$ cat config.mk
export PLATFORM = sky130hd
export DESIGN_NAME = gbd_ctrl
export DESIGN_NICKNAME = d
export VERILOG_FILES = /design/src/rtl/core/gbd_pkg.sv /design/src/rtl/core/gbd_ctrl.sv
export SDC_FILE = /design/constraint.sdc
export NUM_CORES = 1
export LEC_CHECK = 0
export ABC_AREA = 1
export ABC_CLOCK_PERIOD_IN_PS = 1380
export BUFFER_PORTS_ARGS = -buffer_cell sky130_fd_sc_hd__buf_4
export CORE_AREA = 2 2 39 41
export CTS_CLUSTER_SIZE = 24
export DETAILED_ROUTE_END_ITERATION = 7
export DIE_AREA = 0 0 41 43
export GPL_TIMING_DRIVEN = 0
export SYNTH_ARGS = -nofsm -noshare
export SYNTH_HDL_FRONTEND = slang
export SYNTH_SLANG_ARGS = --single-unit
export TNS_END_PERCENT = 5
$ cat constraint.sdc
create_clock -name clk -period 1.38 [get_ports clk]
set_input_delay 0.138 -clock clk [delete_from_list [all_inputs] [get_ports clk]]
set_output_delay 0.138 -clock clk [all_outputs]
set_load 0.1 [all_outputs]
$ cat src/rtl/core/gbd_pkg.sv
// Shared types, constants and helper functions of the grid BFS distance map.
`timescale 1ns / 1ps
`default_nettype none

package gbd_pkg;

  localparam int ROWS   = 16;
  localparam int COLS   = 16;
  localparam int ROW_W  = 4;
  localparam int COL_W  = 4;
  localparam int NCELLS = ROWS * COLS;
  localparam int CELL_W = $clog2(NCELLS);
  localparam int PTR_W  = CELL_W + 1;
  localparam int DIST_W = 9;
  localparam int OUT_DIST_W = 10;
  localparam int QE_W   = ROW_W + COL_W + DIST_W;

  localparam logic [ROW_W:0]    ROWS_L   = (ROW_W + 1)'(ROWS);
  localparam logic [COL_W:0]    COLS_L   = (COL_W + 1)'(COLS);
  localparam logic [PTR_W-1:0]  NCELLS_L = PTR_W'(NCELLS);

  localparam logic [DIST_W-1:0] DIST_START = DIST_W'(1);
  localparam logic [DIST_W-1:0] DIST_MAX   = '1;
  localparam logic signed [OUT_DIST_W-1:0] DIST_UNREACHED = '1;

  typedef enum logic [1:0] {
    ACT_SET    = 2'd0,
    ACT_CLEAR  = 2'd1,
    ACT_SEARCH = 2'd2,
    ACT_READ   = 2'd3
  } action_t;

  typedef enum logic [1:0] {
    DIR_S = 2'd0,
    DIR_N = 2'd1,
    DIR_E = 2'd2,
    DIR_W = 2'd3
  } dir_t;

  typedef enum logic [3:0] {
    S_CLEAR,
    S_IDLE,
    S_DISPATCH,
    S_READ_WAIT,
    S_POP,
    S_LOAD,
    S_NB_S,
    S_NB_N,
    S_NB_E,
    S_NB_W,
    S_NB_END
  } state_t;

  // One frontier queue entry: the cell and the distance it gets.
  typedef struct packed {
    logic [ROW_W-1:0]  row;
    logic [COL_W-1:0]  col;
    logic [DIST_W-1:0] dist_val;
  } q_entry_t;

  typedef struct packed {
    logic    clear_obst;
    logic    capture;
    logic    write_obst;
    logic    search_init;
    logic    pop;
    logic    load;
    logic    try_nb;
    dir_t    dir;
    logic    respond;
    logic    respond_read;
  } ctrl_cmd_t;

  typedef struct packed {
    logic    clear_last;
    logic    bad;
    action_t action;
    logic    queue_empty;
  } dp_status_t;

  function automatic logic [CELL_W-1:0] cell_index(input logic [ROW_W-1:0] row,
                                                   input logic [COL_W-1:0] col);
    return CELL_W'(row) * CELL_W'(COLS) + CELL_W'(col);
  endfunction

  function automatic logic cell_bad(input logic [ROW_W-1:0] row,
                                    input logic [COL_W-1:0] col);
    return ({1'b0, row} >= ROWS_L) || ({1'b0, col} >= COLS_L);
  endfunction

endpackage

`default_nettype wire

$ cat src/rtl/core/gbd_ctrl.sv
// Controller state machine that sequences commands, obstacle updates and the flood.
`timescale 1ns / 1ps
`default_nettype none

module gbd_ctrl (
  input  wire logic                 clk,
  input  wire logic                 rst_n,
  input  wire logic                 start,
  input  wire gbd_pkg::dp_status_t  status,
  output      gbd_pkg::ctrl_cmd_t   cmd,
  output      logic                 busy
);

  gbd_pkg::state_t state_r;
  gbd_pkg::state_t state_nxt;

  always_ff @(posedge clk) begin
    if (!rst_n) begin
      state_r <= gbd_pkg::S_CLEAR;
    end else begin
      state_r <= state_nxt;
    end
  end

  always_comb begin
    state_nxt = state_r;
    cmd       = '0;
    cmd.dir   = gbd_pkg::DIR_S;
    busy      = (state_r != gbd_pkg::S_IDLE);
    unique case (state_r)
      gbd_pkg::S_CLEAR: begin
        // Clear the obstacle memory one cell per cycle after reset.
        cmd.clear_obst = 1'b1;
        if (status.clear_last) begin
          state_nxt = gbd_pkg::S_IDLE;
        end
      end
      gbd_pkg::S_IDLE: begin
        if (start) begin
          cmd.capture = 1'b1;
          state_nxt   = gbd_pkg::S_DISPATCH;
        end
      end
      gbd_pkg::S_DISPATCH: begin
        priority if (status.bad) begin
          cmd.respond = 1'b1;
          state_nxt   = gbd_pkg::S_IDLE;
        end else begin
          unique case (status.action)
            gbd_pkg::ACT_SET, gbd_pkg::ACT_CLEAR: begin
              cmd.write_obst = 1'b1;
              cmd.respond    = 1'b1;
              state_nxt      = gbd_pkg::S_IDLE;
            end
            gbd_pkg::ACT_SEARCH: begin
              cmd.search_init = 1'b1;
              state_nxt       = gbd_pkg::S_POP;
            end
            gbd_pkg::ACT_READ: begin
              state_nxt = gbd_pkg::S_READ_WAIT;
            end
            default: begin
              state_nxt = gbd_pkg::S_IDLE;
            end
          endcase
        end
      end
      gbd_pkg::S_READ_WAIT: begin
        cmd.respond_read = 1'b1;
        state_nxt        = gbd_pkg::S_IDLE;
      end
      gbd_pkg::S_POP: begin
        if (status.queue_empty) begin
          cmd.respond = 1'b1;
          state_nxt   = gbd_pkg::S_IDLE;
        end else begin
          cmd.pop   = 1'b1;
          state_nxt = gbd_pkg::S_LOAD;
        end
      end
      gbd_pkg::S_LOAD: begin
        cmd.load  = 1'b1;
        state_nxt = gbd_pkg::S_NB_S;
      end
      gbd_pkg::S_NB_S: begin
        cmd.try_nb = 1'b1;
        cmd.dir    = gbd_pkg::DIR_S;
        state_nxt  = gbd_pkg::S_NB_N;
      end
      gbd_pkg::S_NB_N: begin
        cmd.try_nb = 1'b1;
        cmd.dir    = gbd_pkg::DIR_N;
        state_nxt  = gbd_pkg::S_NB_E;
      end
      gbd_pkg::S_NB_E: begin
        cmd.try_nb = 1'b1;
        cmd.dir    = gbd_pkg::DIR_E;
        state_nxt  = gbd_pkg::S_NB_W;
      end
      gbd_pkg::S_NB_W: begin
        cmd.try_nb = 1'b1;
        cmd.dir    = gbd_pkg::DIR_W;
        state_nxt  = gbd_pkg::S_NB_END;
      end
      gbd_pkg::S_NB_END: begin
        // The west neighbor is checked here, so the queue is settled before the pop.
        state_nxt = gbd_pkg::S_POP;
      end
      default: begin
        state_nxt = gbd_pkg::S_IDLE;
      end
    endcase
  end

endmodule

`default_nettype wire

# [Word level (Yosys, flattened, before mapping)]
# Cells that the tools add are included.
[totals] input_bits=8 register_bits=4
[op_classes] n_eq_ne=16 reduce_logical=4 n_mux=21
[ops] op="4-bit case mux with 10 select lines" count=1
[ops] op="4-bit by 3-bit == test with 1-bit output (second input constant)" count=4
[ops] op="4-bit == test (second input constant)" count=3
[ops] op="4-bit two-way mux" count=3
[ops] op="3-bit case mux with 4 select lines" count=1
[ops] op="4-bit case mux with 3 select lines" count=1
[ops] op="1-bit two-way mux" count=11
[ops] op="4-bit by 2-bit == test with 1-bit output (second input constant)" count=2
[ops] op="2-bit == test (second input constant)" count=2
[ops] op="4-bit by 1-bit == test with 1-bit output (second input constant)" count=1
[ops] op="4-bit logical NOT" count=1
[ops] op="2-bit two-way mux" count=2
[ops] op="2-bit != test (second input constant)" count=2
[ops] op="4-bit by 1-bit != test with 1-bit output (second input constant)" count=1
[ops] op="3-bit two-way mux" count=1
[ops] op="2-bit by 1-bit == test with 1-bit output (second input constant)" count=1
[ops] op="2-bit logical NOT" count=1
[ops] op="1-bit case mux with 2 select lines" count=1
[ops] op="2-bit AND reduction" count=1
[ops] op="2-bit OR reduction" count=1

# [Depth between registers and ports, before layout]
[depth] ltp_word=5 mapped_depth=8 depth_no_buf=8

# [Worst setup path after synthesis]
# Ideal clock, no wire load.
[synth_timing] kind="register to output" from="reg state_r[1]" to="out cmd[8] (netlist name)" path_slack_ps=-2205 required_time_ps=1242 path_stages_with_launch=3 arrival_time_ps=3447 path_cell_list="dfxtp_1 nand2_2 nor4_1"
[synth_lines] item="start: declaration" line="gbd_ctrl.sv:14" rtl="gbd_pkg::state_t state_r;"
[synth_lines] item="start signal: assignment" line="gbd_ctrl.sv:19" rtl="state_r <= gbd_pkg::S_CLEAR;"
[synth_lines] item="start signal: assignment" line="gbd_ctrl.sv:21" rtl="state_r <= state_nxt;"
[synth_lines] item="end: declaration" line="gbd_ctrl.sv:10" rtl="output gbd_pkg::ctrl_cmd_t cmd,"

==> flow_summary.ini <==
[outcome]
status = finished, violations left
failed_checks = setup timing

[synth]
synth_fa_ha_area_share_pct = 0
synth_cells = 71
synth_top_family_by_area = simple AND/OR/NAND/NOR gates
ys_warn_count = 0
syn_area_per_cell_um2 = 5.29
syn-cell-area_um2 = 375
syn-num-nets = 79
synth_area_leaders = nand2_1 (22%), dfxtp_1 (21%), inv_1 (11%)
synth-simple-area-share_pct = 52.7
synthMuxAreaShare_pct = 0
yosysUniqueCellTypes = 16
synth_area_leader_cell = nand2_1
ys_ff_latch = 4
ys_seq_area_share_pct = 21.3
synth_xor_area_share_pct = 0
synth_compound_area_share_pct = 10.0
yosys.area.top_type_share_pct = 22.0

[placed_design]
port_buffers = 19
dp_hpwl_um = 833
dp_slack_ps = 2.54
gp_congestion = 0.762

[cts]
cts_tree = yes
ctsLongestPathBuffers = 2
cts_num_sinks = 4
holdBufCountCts = 0
cts_buffers = 3
path_clk_slew_ps = 40
cts_root_buf = clkbuf_4
clk_latency_ps = 240
h-tree-depth = 1

[timing]
post-route-period-util_pct = 106
drv_slew = 0
timing.final.ws_setup_ps = -89.0
period_needed_ps = 1470
skew_ps = 2.38
grt_setup_unrepaired = yes
setup_viol = 6
fmax_mhz = 681
relSlewSlack_pct = 81.7
worstMarginPinSlew_ps = 277
hold_viol = 0

[layout]
largest_reg_flops = 4
top_register = state_r
fillers = 129
reg.largest.list = state_r: 4 flops
antenna_cells = 0
final_nets = 108
syn_to_final_growth_pct = 105
layout_common_cells = nand2_1 (18), buf_4 (13), inv_1 (9), nor2_1 (7)
final_common_cell = nand2_1
drive_above_1_share_pct = 55.1

[die]
placeableCoreArea_um2 = 1380
start_util_pct = 27.1
die-area_um2 = 1760
io_pins = 20
die_x_um = 41
row_count = 14
die_y_um = 43

[power]
p_int_w = 0.000324
pwr-share-clk_pct = 23.9
ir_drop_v = 0.000552
p_leak_nw = 0.411
p_switching_w = 0.000309
p_total_w = 0.000633
swShare_pct = 48.8
p_per_area_nw_per_um2 = 821
seqPwrFrac_pct = 22.8
p_comb_share_pct = 53.3

[grt]
grt_pass1_wl_um = 1990
grt_pass1_vias = 471
grt_max_degree = 8
track_usage_pct = 17.2
antenna_found_initial = 0
overflow = 0

[worst_hold_path]
whs_path_depth = 3
min_to = state_r[2]
min_from = rst_n
min_path_type = input port to register

[setup_path]
endpoint_kind = output port
path_max_fanout = 5
rrSetupSlack_ps = 250
r2r-end = state_r[0]
start_kind = register
worstPathRequired_ps = 1240
rr_worst_depth = 9
crit-reg2reg-launch = state_r[2]
cp.arrival_ps = 1330
path_class = register to output port

[drt]
drtAntennaViolNets = 0
drc = 0
detail_route.iter0.violations = 16
vias = 532
wirelength_um = 1230
vias_per_cell = 4.67
wl_per_cell_um = 10.8
dr.pass1.iters = 4

[run]
cap_violations = 0
-- worst max path at each step --
stage               slack (ps)       start     end
global placement            20  state_r[3]  cmd[4]
detailed placement           3  state_r[3]  cmd[4]
finish                     -90  state_r[2]  cmd[4]
floorplan                 -810  state_r[2]  cmd[4]
global route              -140  state_r[2]  cmd[4]
CTS                        -90  state_r[2]  cmd[4]
-- through the flow --
stage          hold slack [ps]  area [um2]  util [%]  cells  TNS [ps]
6_report                   107         771      55.7    114      -176
5_1_grt                    124         771      55.7    114      -692
4_1_cts                    112         742      53.6    114      -246
2_1_floorplan              236         415         -     71     -3910
3_5_place_dp               356         578      41.8    106         0
3_3_place_gp               344         578      41.8    106         0
-- critical path, cell delays in order, from the launching register on --
cell and delay (ps):
dfxtp_4 370, inv_4 50, nor2_4 150, inv_2 70, o211ai_1 190, buf_6 250
-- cell usage after synthesis --
master / number
a21oi_1: 2
o211ai_1: 1
inv_1: 11
nor4_1: 1
a32o_1: 1
nand3_1: 5
o21ai_1: 2
nand4_1: 1
nor2_1: 10
nor3_1: 2
nand2_1: 22
dfxtp_1: 4
nor2_4: 1
inv_2: 5
nand2_2: 1
nor2_2: 2
-- kinds of logic (layout without fill, tap and decap cells) --
group	Yosys count	count (layout)
AO/OA/AOI/OAI	6	6
buffers and inverters	16	43
flip-flops	4	4
AND/OR/NAND/NOR	45	45
-- power groups by stage --
stage                     logic, W  clock network [W]  registers (W)
after detailed placement  0.000288                  0       0.000139
after global routing      0.000357           0.000165       0.000146
after floorplan           0.000225                  0       0.000136
final                     0.000337           0.000151       0.000144
after global placement    0.000288                  0       0.000138
after CTS                 0.000331           0.000149       0.000142
-- layout make-up --
cell class / instances / area (um2) / area share (%)
flip-flops and latches: 4 / 92.6 / 12.0
repair buffers: 24 / 264 / 34.3
well taps: 16 / 20.0 / 2.60
multi-input cells: 51 / 304 / 39.4
clock buffers: 3 / 22.5 / 2.92
inverters: 16 / 67.6 / 8.77
-- layer usage --
metal	global-route usage (%)	up-vias	share of wire, %
met4	12.0	0	3.3
met3	3.14	7	4.5
met5	0	-	0
met2	25.9	19	54
li1	-	278	-
met1	20.8	228	38
-- what timing repair did --
| action | CTS | global route |
|---|---|---|
| resized for setup | 31 | 10 |
| hold endpoints to repair | 0 | 0 |
| setup buffers | 5 | 0 |
| endpoints found under the setup margin | 12 | 11 |
| pin swaps | 2 | 1 |
Power figures use the tool's default switching activity.
